## src/rtl/core/ntpc_pkg.sv

```systemverilog
// ----------------------------------------------------------------------------
// ntpc_pkg
// Shared types, constants and calendar helpers for the timestamp to date
// converter pipeline.
// ----------------------------------------------------------------------------
package ntpc_pkg;

	// pipeline depth, input register to output register
	localparam int unsigned NUM_STAGES = 7;

	localparam logic [10:0] EPOCH_YEAR = 11'd1900;

	// seconds per day and per estimated year, both with a common factor 2^7 removed
	localparam logic [9:0]  DAY_DIV    = 10'd675;
	localparam logic [22:0] DAY_RECIP  = 23'd6362914;  // floor(2^32 / 675)
	localparam logic [17:0] YEAR_DIV   = 18'd246537;
	localparam logic [14:0] YEAR_RECIP = 15'd17421;    // floor(2^32 / 246537)

	// time of day split
	localparam logic [11:0] HOUR_SECS     = 12'd3600;
	localparam logic [12:0] HOUR_RECIP    = 13'd4660;    // floor(2^24 / 3600)
	localparam logic [5:0]  MIN_SECS      = 6'd60;
	localparam logic [17:0] MIN_RECIP     = 18'd139810;  // floor(2^23 / 60)
	localparam logic [5:0]  MINS_PER_HOUR = 6'd60;

	// weekday
	localparam logic [2:0]  WEEK_DAYS  = 3'd7;
	localparam logic [16:0] WEEK_RECIP = 17'd74898;      // floor(2^19 / 7)

	// leap day handling
	localparam logic [8:0] LEAP_DAY   = 9'd59;
	localparam logic [3:0] MONTH_FEB  = 4'd2;
	localparam logic [4:0] LEAP_MDAY  = 5'd29;

	// first day of each month in a common year
	localparam logic [8:0] MONTH_START [12] = '{
		9'd0, 9'd31, 9'd59, 9'd90, 9'd120, 9'd151,
		9'd181, 9'd212, 9'd243, 9'd273, 9'd304, 9'd334
	};

	// per-stage load enables
	typedef struct packed {
		logic s1;
		logic s2;
		logic s3;
		logic s4;
		logic s5;
		logic s6;
		logic s7;
	} stage_en_t;

	// years since 1900, valid up to 199: 1900 is common, 2000 is leap
	function automatic logic is_leap(input logic [7:0] y);
		return (y[1:0] == 2'd0) && (y != 8'd0);
	endfunction

	// day number of january 1 of year 1900 + y; century terms cancel below 200
	function automatic logic [15:0] year_first_day(input logic [7:0] y);
		logic [15:0] base;
		base = 16'(y) * 16'd365 + 16'(y[7:2]);
		return base - 16'(is_leap(y));
	endfunction

endpackage

```

## src/rtl/core/ntpc_divide.sv

```systemverilog
// ----------------------------------------------------------------------------
// ntpc_divide
// Stages 1 to 3: splits whole seconds into day count and time of day, and
// estimates the year, by reciprocal multiply and one-step correction.
// ----------------------------------------------------------------------------
module ntpc_divide import ntpc_pkg::*; (
	input  logic        clk,
	input  stage_en_t   en,
	input  logic [31:0] secs,
	output logic [15:0] days_s3,
	output logic [16:0] tod_s3,
	output logic [7:0]  yest_s3
);

	logic [24:0] x;
	logic [47:0] day_prod;
	logic [39:0] year_prod;

	logic [24:0] x_s1;
	logic [6:0]  lo_s1;
	logic [15:0] qd_s1;
	logic [7:0]  qy_s1;

	logic [10:0] rd_s2;
	logic [18:0] ry_s2;
	logic [6:0]  lo_s2;
	logic [15:0] qd_s2;
	logic [7:0]  qy_s2;

	logic [24:0] day_back;
	logic [24:0] year_back;
	logic        day_over;
	logic [9:0]  rday;

	// quotient estimates, low by at most one
	assign x         = secs[31:7];
	assign day_prod  = 48'(x) * 48'(DAY_RECIP);
	assign year_prod = 40'(x) * 40'(YEAR_RECIP);

	always_ff @(posedge clk) begin
		if (en.s1) begin
			x_s1  <= x;
			lo_s1 <= secs[6:0];
			qd_s1 <= day_prod[47:32];
			qy_s1 <= year_prod[39:32];
		end
	end

	// remainders against the estimates
	assign day_back  = x_s1 - 25'(26'(qd_s1) * 26'(DAY_DIV));
	assign year_back = x_s1 - 25'(26'(qy_s1) * 26'(YEAR_DIV));

	always_ff @(posedge clk) begin
		if (en.s2) begin
			rd_s2 <= day_back[10:0];
			ry_s2 <= year_back[18:0];
			lo_s2 <= lo_s1;
			qd_s2 <= qd_s1;
			qy_s2 <= qy_s1;
		end
	end

	// final correction
	assign day_over = rd_s2 >= 11'(DAY_DIV);
	assign rday     = day_over ? 10'(rd_s2 - 11'(DAY_DIV)) : rd_s2[9:0];

	always_ff @(posedge clk) begin
		if (en.s3) begin
			days_s3 <= qd_s2 + 16'(day_over);
			tod_s3  <= {rday, lo_s2};
			yest_s3 <= qy_s2 + 8'(ry_s2 >= 19'(YEAR_DIV));
		end
	end

endmodule

```

## src/rtl/core/ntpc_days.sv

```systemverilog
// ----------------------------------------------------------------------------
// ntpc_days
// Stages 4 to 6: resolves the exact year and day of year from the day
// count and the year estimate, and derives the weekday.
// ----------------------------------------------------------------------------
module ntpc_days import ntpc_pkg::*; (
	input  logic        clk,
	input  stage_en_t   en,
	input  logic [15:0] days_s3,
	input  logic [7:0]  yest_s3,
	output logic [7:0]  y_s5,
	output logic [8:0]  yday_s5,
	output logic        leap_s5,
	output logic [2:0]  wd_s6
);

	logic [32:0] week_prod;

	logic [15:0] days_s4;
	logic [7:0]  yest_s4;
	logic [15:0] fd_lo_s4;
	logic [15:0] fd_mid_s4;
	logic [15:0] fd_hi_s4;
	logic [12:0] qw_s4;

	logic [7:0]  y_sel;
	logic [15:0] fd_sel;
	logic [15:0] week_back;
	logic [3:0]  rw_s5;

	// year start candidates and weekday quotient estimate
	assign week_prod = 33'(days_s3) * 33'(WEEK_RECIP);

	always_ff @(posedge clk) begin
		if (en.s4) begin
			days_s4   <= days_s3;
			yest_s4   <= yest_s3;
			fd_lo_s4  <= year_first_day(yest_s3 - 8'd1);
			fd_mid_s4 <= year_first_day(yest_s3);
			fd_hi_s4  <= year_first_day(yest_s3 + 8'd1);
			qw_s4     <= week_prod[31:19];
		end
	end

	// move the estimate by at most one year
	always_comb begin
		if ((yest_s4 != 8'd0) && (days_s4 < fd_mid_s4)) begin
			y_sel  = yest_s4 - 8'd1;
			fd_sel = fd_lo_s4;
		end else if (days_s4 >= fd_hi_s4) begin
			y_sel  = yest_s4 + 8'd1;
			fd_sel = fd_hi_s4;
		end else begin
			y_sel  = yest_s4;
			fd_sel = fd_mid_s4;
		end
	end

	assign week_back = days_s4 - 16'(16'(qw_s4) * 16'(WEEK_DAYS));

	always_ff @(posedge clk) begin
		if (en.s5) begin
			y_s5    <= y_sel;
			yday_s5 <= 9'(days_s4 - fd_sel);
			leap_s5 <= is_leap(y_sel);
			rw_s5   <= week_back[3:0];
		end
	end

	// weekday, monday is 1
	always_ff @(posedge clk) begin
		if (en.s6) begin
			wd_s6 <= ((rw_s5 >= 4'(WEEK_DAYS)) ? 3'(rw_s5 - 4'(WEEK_DAYS)) : rw_s5[2:0]) + 3'd1;
		end
	end

endmodule

```

## src/rtl/core/ntpc_month.sv

```systemverilog
// ----------------------------------------------------------------------------
// ntpc_month
// Stage 6: maps the day of year to month and day of month, with the leap
// day handled on its own, and forms the calendar year.
// ----------------------------------------------------------------------------
module ntpc_month import ntpc_pkg::*; (
	input  logic        clk,
	input  stage_en_t   en,
	input  logic [7:0]  y_s5,
	input  logic [8:0]  yday_s5,
	input  logic        leap_s5,
	output logic [10:0] year_s6,
	output logic [3:0]  month_s6,
	output logic [4:0]  mday_s6
);

	logic [8:0] ydc;
	logic [3:0] mon;
	logic [3:0] mon_idx;
	logic [4:0] mday;

	// month table lookup
	always_comb begin
		ydc = (leap_s5 && (yday_s5 > LEAP_DAY)) ? yday_s5 - 9'd1 : yday_s5;
		mon = 4'd1;
		for (int i = 1; i < 12; i++) begin
			if (ydc >= MONTH_START[i]) begin
				mon = 4'(i + 1);
			end
		end
		mon_idx = mon - 4'd1;
		mday    = 5'(ydc - MONTH_START[mon_idx] + 9'd1);
		if (leap_s5 && (yday_s5 == LEAP_DAY)) begin
			mon  = MONTH_FEB;
			mday = LEAP_MDAY;
		end
	end

	always_ff @(posedge clk) begin
		if (en.s6) begin
			year_s6  <= EPOCH_YEAR + 11'(y_s5);
			month_s6 <= mon;
			mday_s6  <= mday;
		end
	end

endmodule

```

## src/rtl/core/ntpc_clock.sv

```systemverilog
// ----------------------------------------------------------------------------
// ntpc_clock
// Stages 4 to 6: splits the second of the day into hour, minute of the
// day and whole second.
// ----------------------------------------------------------------------------
module ntpc_clock import ntpc_pkg::*; (
	input  logic        clk,
	input  stage_en_t   en,
	input  logic [16:0] tod_s3,
	output logic [4:0]  hour_s6,
	output logic [10:0] tmin_s6,
	output logic [5:0]  sec_s6
);

	logic [29:0] hour_prod;
	logic [34:0] min_prod;

	logic [16:0] tod_s4;
	logic [4:0]  qh_s4;
	logic [10:0] qm_s4;

	logic [16:0] hour_back;
	logic [16:0] min_back;
	logic [12:0] rh_s5;
	logic [6:0]  rm_s5;
	logic [4:0]  qh_s5;
	logic [10:0] qm_s5;

	logic        min_over;

	// quotient estimates for hours and minutes of the day
	assign hour_prod = 30'(tod_s3) * 30'(HOUR_RECIP);
	assign min_prod  = 35'(tod_s3) * 35'(MIN_RECIP);

	always_ff @(posedge clk) begin
		if (en.s4) begin
			tod_s4 <= tod_s3;
			qh_s4  <= hour_prod[28:24];
			qm_s4  <= min_prod[33:23];
		end
	end

	// remainders
	assign hour_back = tod_s4 - 17'(17'(qh_s4) * 17'(HOUR_SECS));
	assign min_back  = tod_s4 - 17'(17'(qm_s4) * 17'(MIN_SECS));

	always_ff @(posedge clk) begin
		if (en.s5) begin
			rh_s5 <= hour_back[12:0];
			rm_s5 <= min_back[6:0];
			qh_s5 <= qh_s4;
			qm_s5 <= qm_s4;
		end
	end

	// one-step correction
	assign min_over = rm_s5 >= 7'(MIN_SECS);

	always_ff @(posedge clk) begin
		if (en.s6) begin
			hour_s6 <= qh_s5 + 5'(rh_s5 >= 13'(HOUR_SECS));
			tmin_s6 <= qm_s5 + 11'(min_over);
			sec_s6  <= min_over ? 6'(rm_s5 - 7'(MIN_SECS)) : rm_s5[5:0];
		end
	end

endmodule

```

## src/rtl/core/ntp_stamp_to_calendar_date.sv

```systemverilog
// ----------------------------------------------------------------------------
// ntp_stamp_to_calendar_date
// Converts a 32.32 NTP timestamp into UTC year, month, day, time of day,
// raw fraction and weekday.
//
//   channel | valid        | stall        | words
//   --------+--------------+--------------+------------------------------------
//   in      | stamp_valid  | stamp_stall  | stamp
//   out     | date_valid   | date_stall   | year, month, day_of_month, hour,
//           |              |              | minute, whole_second,
//           |              |              | second_fraction, day_of_week
//
// Seven register stages; one word enters per cycle while the pipeline is not stalled.
// Depth is set by the constant-reciprocal divisions, each taking a product
// stage, a remainder stage and a correction stage.
// Each stage holds while the next is full and stalled, so bubbles collapse.
// Reset clears the stage valid bits only.
// ----------------------------------------------------------------------------
module ntp_stamp_to_calendar_date import ntpc_pkg::*; (
	input  logic        clk,
	input  logic        arst_n,
	input  logic        stamp_valid,
	output logic        stamp_stall,
	input  logic [63:0] stamp,
	output logic        date_valid,
	input  logic        date_stall,
	output logic [10:0] year,
	output logic [3:0]  month,
	output logic [4:0]  day_of_month,
	output logic [4:0]  hour,
	output logic [5:0]  minute,
	output logic [5:0]  whole_second,
	output logic [31:0] second_fraction,
	output logic [2:0]  day_of_week
);

	logic [NUM_STAGES:1] valid_q;
	logic [NUM_STAGES:1] load;
	stage_en_t           en;

	logic [31:0] frac_s1;
	logic [31:0] frac_s2;
	logic [31:0] frac_s3;
	logic [31:0] frac_s4;
	logic [31:0] frac_s5;
	logic [31:0] frac_s6;
	logic [31:0] frac_s7;

	logic [15:0] days_s3;
	logic [16:0] tod_s3;
	logic [7:0]  yest_s3;
	logic [7:0]  y_s5;
	logic [8:0]  yday_s5;
	logic        leap_s5;
	logic [2:0]  wd_s6;
	logic [10:0] year_s6;
	logic [3:0]  month_s6;
	logic [4:0]  mday_s6;
	logic [4:0]  hour_s6;
	logic [10:0] tmin_s6;
	logic [5:0]  sec_s6;

	logic [10:0] year_s7;
	logic [3:0]  month_s7;
	logic [4:0]  mday_s7;
	logic [4:0]  hour_s7;
	logic [5:0]  minute_s7;
	logic [5:0]  sec_s7;
	logic [2:0]  wd_s7;

	// a stage loads when empty or when the stage after it moves on
	always_comb begin
		load[NUM_STAGES] = !valid_q[NUM_STAGES] || !date_stall;
		for (int k = NUM_STAGES - 1; k >= 1; k--) begin
			load[k] = !valid_q[k] || load[k + 1];
		end
	end

	assign en.s1 = load[1];
	assign en.s2 = load[2];
	assign en.s3 = load[3];
	assign en.s4 = load[4];
	assign en.s5 = load[5];
	assign en.s6 = load[6];
	assign en.s7 = load[7];

	assign stamp_stall = !load[1];

	// stage valid bits
	always_ff @(posedge clk or negedge arst_n) begin
		if (!arst_n) begin
			valid_q <= '0;
		end else begin
			if (load[1]) begin
				valid_q[1] <= stamp_valid;
			end
			for (int k = 2; k <= NUM_STAGES; k++) begin
				if (load[k]) begin
					valid_q[k] <= valid_q[k - 1];
				end
			end
		end
	end

	// fraction rides along untouched
	always_ff @(posedge clk) begin
		if (en.s1) begin
			frac_s1 <= stamp[31:0];
		end
		if (en.s2) begin
			frac_s2 <= frac_s1;
		end
		if (en.s3) begin
			frac_s3 <= frac_s2;
		end
		if (en.s4) begin
			frac_s4 <= frac_s3;
		end
		if (en.s5) begin
			frac_s5 <= frac_s4;
		end
		if (en.s6) begin
			frac_s6 <= frac_s5;
		end
		if (en.s7) begin
			frac_s7 <= frac_s6;
		end
	end

	// day count, time of day and year estimate
	ntpc_divide u_divide (
		.clk     (clk),
		.en      (en),
		.secs    (stamp[63:32]),
		.days_s3 (days_s3),
		.tod_s3  (tod_s3),
		.yest_s3 (yest_s3)
	);

	// exact year, day of year, weekday
	ntpc_days u_days (
		.clk     (clk),
		.en      (en),
		.days_s3 (days_s3),
		.yest_s3 (yest_s3),
		.y_s5    (y_s5),
		.yday_s5 (yday_s5),
		.leap_s5 (leap_s5),
		.wd_s6   (wd_s6)
	);

	// month and day of month
	ntpc_month u_month (
		.clk      (clk),
		.en       (en),
		.y_s5     (y_s5),
		.yday_s5  (yday_s5),
		.leap_s5  (leap_s5),
		.year_s6  (year_s6),
		.month_s6 (month_s6),
		.mday_s6  (mday_s6)
	);

	// hours, minutes of day, seconds
	ntpc_clock u_clock (
		.clk     (clk),
		.en      (en),
		.tod_s3  (tod_s3),
		.hour_s6 (hour_s6),
		.tmin_s6 (tmin_s6),
		.sec_s6  (sec_s6)
	);

	// output register, minute of hour taken from minute of day
	always_ff @(posedge clk) begin
		if (en.s7) begin
			year_s7   <= year_s6;
			month_s7  <= month_s6;
			mday_s7   <= mday_s6;
			hour_s7   <= hour_s6;
			minute_s7 <= 6'(tmin_s6 - 11'(11'(hour_s6) * 11'(MINS_PER_HOUR)));
			sec_s7    <= sec_s6;
			wd_s7     <= wd_s6;
		end
	end

	assign date_valid      = valid_q[NUM_STAGES];
	assign year            = year_s7;
	assign month           = month_s7;
	assign day_of_month    = mday_s7;
	assign hour            = hour_s7;
	assign minute          = minute_s7;
	assign whole_second    = sec_s7;
	assign second_fraction = frac_s7;
	assign day_of_week     = wd_s7;

endmodule

```

## config.mk

```make
export PLATFORM = sky130hd
export DESIGN_NAME = ntp_stamp_to_calendar_date
export DESIGN_NICKNAME = d
export VERILOG_FILES = /design/src/rtl/core/ntpc_pkg.sv /design/src/rtl/core/ntpc_divide.sv /design/src/rtl/core/ntpc_days.sv /design/src/rtl/core/ntpc_month.sv /design/src/rtl/core/ntpc_clock.sv /design/src/rtl/core/ntp_stamp_to_calendar_date.sv
export SDC_FILE = /design/constraint.sdc
export NUM_CORES = 2
export LEC_CHECK = 0
export BUFFER_PORTS_ARGS = -buffer_cell sky130_fd_sc_hd__buf_2
export CORE_ASPECT_RATIO = 0.5
export CORE_UTILIZATION = 30
export CTS_CLUSTER_SIZE = 40
export DETAILED_ROUTE_END_ITERATION = 10
export HOLD_SLACK_MARGIN = 0.05
export PLACE_DENSITY = 0.45
export SYNTH_ARGS = -nofsm -noshare
export SYNTH_HDL_FRONTEND = slang
export SYNTH_SLANG_ARGS = --single-unit
```

## constraint.sdc

```tcl
create_clock -name clk -period 5.34 [get_ports clk]
set_clock_uncertainty 0.15 [all_clocks]
set_input_delay 0.534 -clock clk [delete_from_list [all_inputs] [get_ports clk]]
set_output_delay 0.534 -clock clk [all_outputs]
set_load 0.1 [all_outputs]
```

# ---- Word-level counts from Yosys, hierarchy flattened
# Memory sizes are Yosys's and may differ from the RTL's.
# Cells that the tools add are included.
dict set report word_totals {
  regBits 623
  latch_bits 0
  romBits 144
  inputBits 68
  out_inout_bits 74
  mem_bits_rw 0
  n_memories 1
  wordCells 177
}
# name words word_bits rd rd_ports_with_merged_regs wr line
set mem_list {}
lappend mem_list {{(no name shown)} 16 9 1 0 0 ntpc_month.sv:32} ;# mday = 5'(ydc - MONTH_START[mon_idx] + 9'd1);
dict set report op_classes {
  n_eq_ne 1
  shift 0
  magnitude_cmp 20
  n_reduce_logical 32
  multipliers 14
  div 0
  mux 21
  n_bitwise 1
  addsub 30
}
# operator count
set ops {}
lappend ops {{$mul A25 B22 Y47 const B} 1}
lappend ops {{$mul A25 B15 Y40 const B} 1}
lappend ops {{$reduce_bool A8 Y1} 5}
lappend ops {{$ge A9 B8 Y1 const B} 4}
lappend ops {{$mul A17 B17 Y33 const B} 1}
lappend ops {{$add A16 B6 Y16} 2}
lappend ops {{$mul A8 B9 Y16 const B} 2}
lappend ops {{$sub A16 B1 Y16} 2}
lappend ops {{$mul A16 B16 Y31 const B} 1}
lappend ops {{$ge A9 B9 Y1 const B} 3}
lappend ops {{$mul A17 B11 Y27 const B} 1}
lappend ops {{$mux W9} 3}
lappend ops {{$mux W4} 5}
lappend ops {{$ge A19 B18 Y1 const B} 1}
lappend ops {{$mul A8 B18 Y19 const B} 1}
lappend ops {{$sub A19 B19 Y19} 1}
lappend ops {{$ge A9 B7 Y1 const B} 2}
lappend ops {{$add A16 B1 Y16} 1}
lappend ops {{$add A8 B1 Y8 const B} 2}
lappend ops {{$ge A16 B16 Y1} 1}
lappend ops {{$lt A16 B16 Y1} 1}
lappend ops {{$mul A16 B10 Y11 const B} 1}
lappend ops {{$mux W8} 2}
lappend ops {{$sub A8 B1 Y8 const B} 2}
lappend ops {{other kinds (44)} 73}

# ---- Longest topological paths before layout
dict set report logic_depth {
  word_depth 22
  depth_mapped 25
}

# ---- Cells and area by module
# A second synthesis with hierarchy kept.
dict set report hier_totals {
  cells_unflattened 4180
  hier_area_um2 50978.9
}
# module area_per_inst_um2 cells_each seq_area_each_um2 instances
set by_module_without_submodules {}
lappend by_module_without_submodules {ntpc_divide 19974.2 1715 4564.4 1}
lappend by_module_without_submodules {ntpc_days 11981.5 1163 2822.7 1}
lappend by_module_without_submodules {ntpc_clock 8386.8 731 2492.4 1}
lappend by_module_without_submodules {ntp_stamp_to_calendar_date 8381.8 307 8102.8 1}
lappend by_module_without_submodules {ntpc_month 2254.7 264 570.5 1}

# ---- Worst setup path after synthesis
# No wires, ideal clock.
dict set report synth_path {
  path_kind {flip-flop to output port}
  from {reg valid_q[7] (netlist bit)}
  to {out stamp_stall}
  path_stages_with_launch 5
  slack_ps -982
  arrival_time_ps 5638
  path_cell_list {dfrtp_1 and3_1 and3_1 nand4_1 inv_1}
}
dict set report synth_between {
  elab_chain_len 9
}
# item line
set synth_rtl {}
lappend synth_rtl {{start: declaration} ntp_stamp_to_calendar_date.sv:37} ;# logic [NUM_STAGES:1] valid_q;
lappend synth_rtl {{start signal: indexed assignment} ntp_stamp_to_calendar_date.sv:99} ;# valid_q[k] <= valid_q[k - 1];
lappend synth_rtl {{$logic_not A1 Y1} ntp_stamp_to_calendar_date.sv:73} ;# load[NUM_STAGES] = !valid_q[NUM_STAGES] || !date_stall;
lappend synth_rtl {{$logic_or A1 B1 Y1} ntp_stamp_to_calendar_date.sv:73}
lappend synth_rtl {{$logic_or A1 B1 Y1 (6 in series)} ntp_stamp_to_calendar_date.sv:75} ;# load[k] = !valid_q[k] || load[k + 1];
lappend synth_rtl {{$logic_not A1 Y1} ntp_stamp_to_calendar_date.sv:87} ;# assign stamp_stall = !load[1];
lappend synth_rtl {{end: declaration} ntp_stamp_to_calendar_date.sv:23} ;# output logic stamp_stall,
# No other way between the ends.

# ---- Worst setup path in the final report
dict set report layout_path {
  from {reg u_divide.yest_s3[1]}
  to {reg u_days.fd_hi_s4[15] (data pin)}
}
dict set report layout_between {
  elab_chain_len 4
}
# item line
set layout_rtl {}
lappend layout_rtl {{start: declaration} ntpc_divide.sv:12} ;# output logic [7:0] yest_s3
lappend layout_rtl {{start signal: assignment} ntpc_divide.sv:71} ;# yest_s3 <= qy_s2 + 8'(ry_s2 >= 19'(YEAR_DIV));
lappend layout_rtl {{$add A8 B1 Y8 (*)} ntpc_days.sv:40} ;# fd_hi_s4 <= year_first_day(yest_s3 + 8'd1);
lappend layout_rtl {{$mul A8 B9 Y16 (tied with other cells)} ntpc_pkg.sv:60} ;# base = 16'(y) * 16'd365 + 16'(y[7:2]);
lappend layout_rtl {{$add A16 B6 Y16 or $logic_and A1 B1 Y1 (tied branches)} {ntpc_pkg.sv:60, ntpc_pkg.sv:54}}
lappend layout_rtl {{$sub A16 B1 Y16 (*)} ntpc_pkg.sv:61} ;# return base - 16'(is_leap(y));
lappend layout_rtl {{end signal: assignment} ntpc_days.sv:40}
lappend layout_rtl {{end: declaration} ntpc_days.sv:23} ;# logic [15:0] fd_hi_s4;
# Every way passes the cells marked *; elsewhere a longest branch is shown, timed or not.
# A chain may end at the register's enable or synchronous reset.

==> key figures <==
Synthesis
  – Post-synth EDFFs: 596
  – Syn Nets: 5403
  – Unique cell type count in the Yosys netlist: a little under 80
  – Post-synthesis sequential area ratio: 0.369
  – Avg Inst Size Synth: ~12 µm²
  – Synth top area share: 0.365
  – Yosys top cell by area: edfxtp_1
  – Synth warnings: 0
  – Yosys reg bits: roughly 600
  – Post-Synth Adder-Cell Area: 0.418
  – Async set-or-reset flop fraction in the synthesized netlist: 0.0116
  – Ys flop type: edfxtp_1
  – Cell count after synthesis: 3930
  – Multiplexer area fraction after synthesis: 0.00281
  – Largest family of logic cells by synthesized area: adder cells
  – Synth Area in Compound Gates: 0.0586
  – Top cells by area, synth: edfxtp_1 (37%), ha_1 (26%), fa_1 (16%)
  – Synth Area in Simple Gates: 0.0417
  – Mapped cell area: 0.0490 mm²
  – Xor/xnor cell area share of the yosys netlist: 0.0470

Min path
  – Hold_sp: stamp[46]
  – Type of the most critical hold path: in -> reg
  – Cell count of the worst hold path: 3
  – Hold Path End: u_divide.x_s1[7]

STA
  – Fin. Hold Viols: 0
  – Final Max Slew Viols: 0
  – Final period utilization: 1.02
  – Fin worst setup slack: -109 ps
  – Period minus WS final: between 5000 and 6000 ps
  – Fmax achieved: 184 MHz
  – Hold slack: 112 ps
  – Max_slew headroom: 0.298
  – RSZ-0062 raised after global routing: true
  – Worst Tran Pin Value: 1050 ps
  – Setup Viol. Count Final: 4

Clock tree
  – Total CTS buffers: 60
  – Clk root buf: clkbuf_16
  – Clk sink count: 603
  – CTS HTree Levels: 2
  – CTS tree: done
  – Deepest clock path buffer count: 3
  – Worst skew pair latency: 670 ps
  – Worst-path clk slew: 70 ps

Layout
  – Layout cells sized above 1: 0.189
  – Nets: 6008
  – FILL cells: between 15000 and 20000
  – Area delta synth->final: 21.2%
  – Area of the multi-input gates: approximately 0.029 mm²
  – FF/Latch Area: 0.0181 mm²

Floorplanning
  – Initial core utilization: 0.304
  – Full die area: 0.165 mm²
  – Die Ht: 288 µm
  – Row cnt: 104
  – IO Pins: 142
  – Core area: 0.161 mm²
  – Die extent in x: 574 µm

Critical path
  – Reg2reg path depth: 20
  – R2r endpoint: u_days.fd_hi_s4[15]
  – CP Class: reg -> reg
  – Critical R2R Launch: u_divide.yest_s3[1]
  – Crit-path cells: buf_6 -> ha_4 -> xor2_2 -> ha_1 -> ha_1 -> inv_1 -> fa_1 -> fa_1 -> fa_1 -> inv_2 -> ha_4 -> a21oi_4 -> o21bai_1 -> a21oi_2 -> o21bai_1 -> a211o_1 -> a2111oi_4 -> o31ai_2 -> a21oi_2 -> xnor2_2
  – Top cell by count, worst path: fa_1
  – CP max FO: 4
  – CP Capture Type: flip-flop
  – Critical Path RT: 5540 ps
  – CP max stage delay: 510 ps
  – Startpoint types: flip-flop
  – Register-to-register setup slack: -110 ps
  – Crit path arrival time: 5650 ps
  – CP max stage cell: fa_1

Drt
  – 1st-pass router iterations: 5
  – Via count: between 20000 and 30000
  – Via-to-Cell Ratio: around 4.4
  – DRT iter0 DRCs: 1004
  – Wire length per cell: 15.8 µm
  – ANT nets after route: 0
  – DRT Wirelength: 107000 µm
  – Drc violations: 0

Global route
  – First-pass GRT wire length: 171000 µm
  – Initial antenna violation count: 5
  – Overflow after GRT: 0
  – Largest net degree at the start of global routing: 84
  – Number of global-route vias before repair: 31500
  – GRT Util Overall: 0.131

Placement
  – Placer Congestion: 0.818
  – Detail Placement HPWL: 88300 µm
  – I/O Buffers: 141

Outcome
  – Violated checks: setup timing
  – Status: complete, but fails checks

Flow run
  – Max_cap viols: 0
## cell usage in the layout (no fill, tap or decap), types with 32 or more instances in the layout
cell,instances
ha_1,946
inv_1,777
edfxtp_1,596
fa_1,360
buf_4,351
xnor2_1,178
buf_2,123
a21oi_1,88
nor2_1,87
nand2_1,70
xor2_1,68
o21ai_0,65
ha_4,65
a21o_1,62
clkbuf_16,60
dlygate4sd3_1,43
inv_2,32
## flip-flops by register name (all words and copies together) (netlist names), 9 cells and up
signal / cells
frac_s2: 32
frac_s6: 32
u_days.fd_hi_s4: 16
u_divide.qd_s2: 16
u_days.fd_lo_s4: 9
u_month.year_s6: 10
u_divide.x_s1: 19
second_fraction: 32
u_clock.tod_s4: 13
u_divide.qd_s1: 16
u_days.yday_s5: 9
u_divide.days_s3: 16
u_divide.tod_s3: 17
u_days.days_s4: 16
u_days.fd_mid_s4: 16
u_divide.ry_s2: 19
frac_s1: 32
year: 10
frac_s3: 32
u_clock.rh_s5: 9
frac_s4: 32
u_divide.rd_s2: 11
frac_s5: 32
## cell type report
class / count / area share
well taps: 2173 / 0.0458
clock buffers: 71 / 0.0260
clock inverters: 41 / 0.00836
flip-flops and latches: 603 / 0.304
repair buffers: 553 / 0.0694
inverters: 813 / 0.0516
multi-input cells: 2504 / 0.495
diodes: 1 / 0.0000421
## worst max path at each step
stage	startpoint	to	cells past startpoint
after floorplan	valid_q[7]	stamp_stall	4
after global placement	stamp[45]	u_divide.qd_s1[15]	22
after detailed placement	stamp[45]	u_divide.qd_s1[15]	22
after CTS	u_divide.yest_s3[1]	u_days.fd_hi_s4[15]	20
after global routing	u_divide.yest_s3[1]	u_days.fd_hi_s4[15]	19
final	u_divide.yest_s3[1]	u_days.fd_hi_s4[15]	20
## logic make-up after synthesis
group                      count (synthesis)
adders and majority gates               1405
buffers and inverters                    823
DFF                                      603
AOI/OAI and AO/OA                        433
and+or+nand+nor                          393
xor gates and xnor gates                 260
muxes                                     13
## layer usage
metal	track usage	share of wire	up-vias
met5	0	0.00019	-
met4	0.0278	0.020	2
met3	0.0175	0.028	122
met2	0.222	0.47	291
met1	0.179	0.49	14300
li1	-	-	14700
## through the flow
step           std cells  cell area, µm²  setup TNS [ps]   util  setup WS, ps
4_1_cts             6724           58300            -626  0.361          -253
3_3_place_gp        6558           55300          -19150  0.343         -1040
6_report            6759           59400            -159  0.368          -109
5_1_grt             6759           59400           -1570  0.368          -329
2_1_floorplan       3930           49500           -1450      -          -550
3_5_place_dp        6558           55300          -20810  0.343         -1150
## Yosys cell counts, types with 17 or more instances
cell type,number
a21o_1,62
a21oi_1,112
a31oi_1,21
and3_1,30
edfxtp_1,596
fa_1,387
ha_1,1018
inv_1,813
nand2_1,75
nand2b_1,29
nand3_1,35
nand4_1,19
nor2_1,90
nor2b_1,19
nor3_1,34
o211ai_1,17
o21a_1,29
o21ai_0,76
o21bai_1,19
xnor2_1,189
xor2_1,69
## what timing repair did
item	4_1_cts	5_1_grt
gates resized for setup	81	172
setup endpoints to repair	22	32
setup buffers	12	34
hold endpoints to repair	47	1
hold buffers	42	1
pin swaps	71	142
## worst max-delay path, delay by kind of cell (launching register included)
family                   cells  cell delay (ps)
adder cells (fa/ha/maj)      7             2430
AO/OA/AOI/OAI                8             1500
flip-flops                   1              470
buffers and inverters        3              280
XOR/XNOR                     2              290
Power is left out: the tool's default activity adds up to more than one toggle a clock period on the data nets, which glitch-free logic cannot reach.
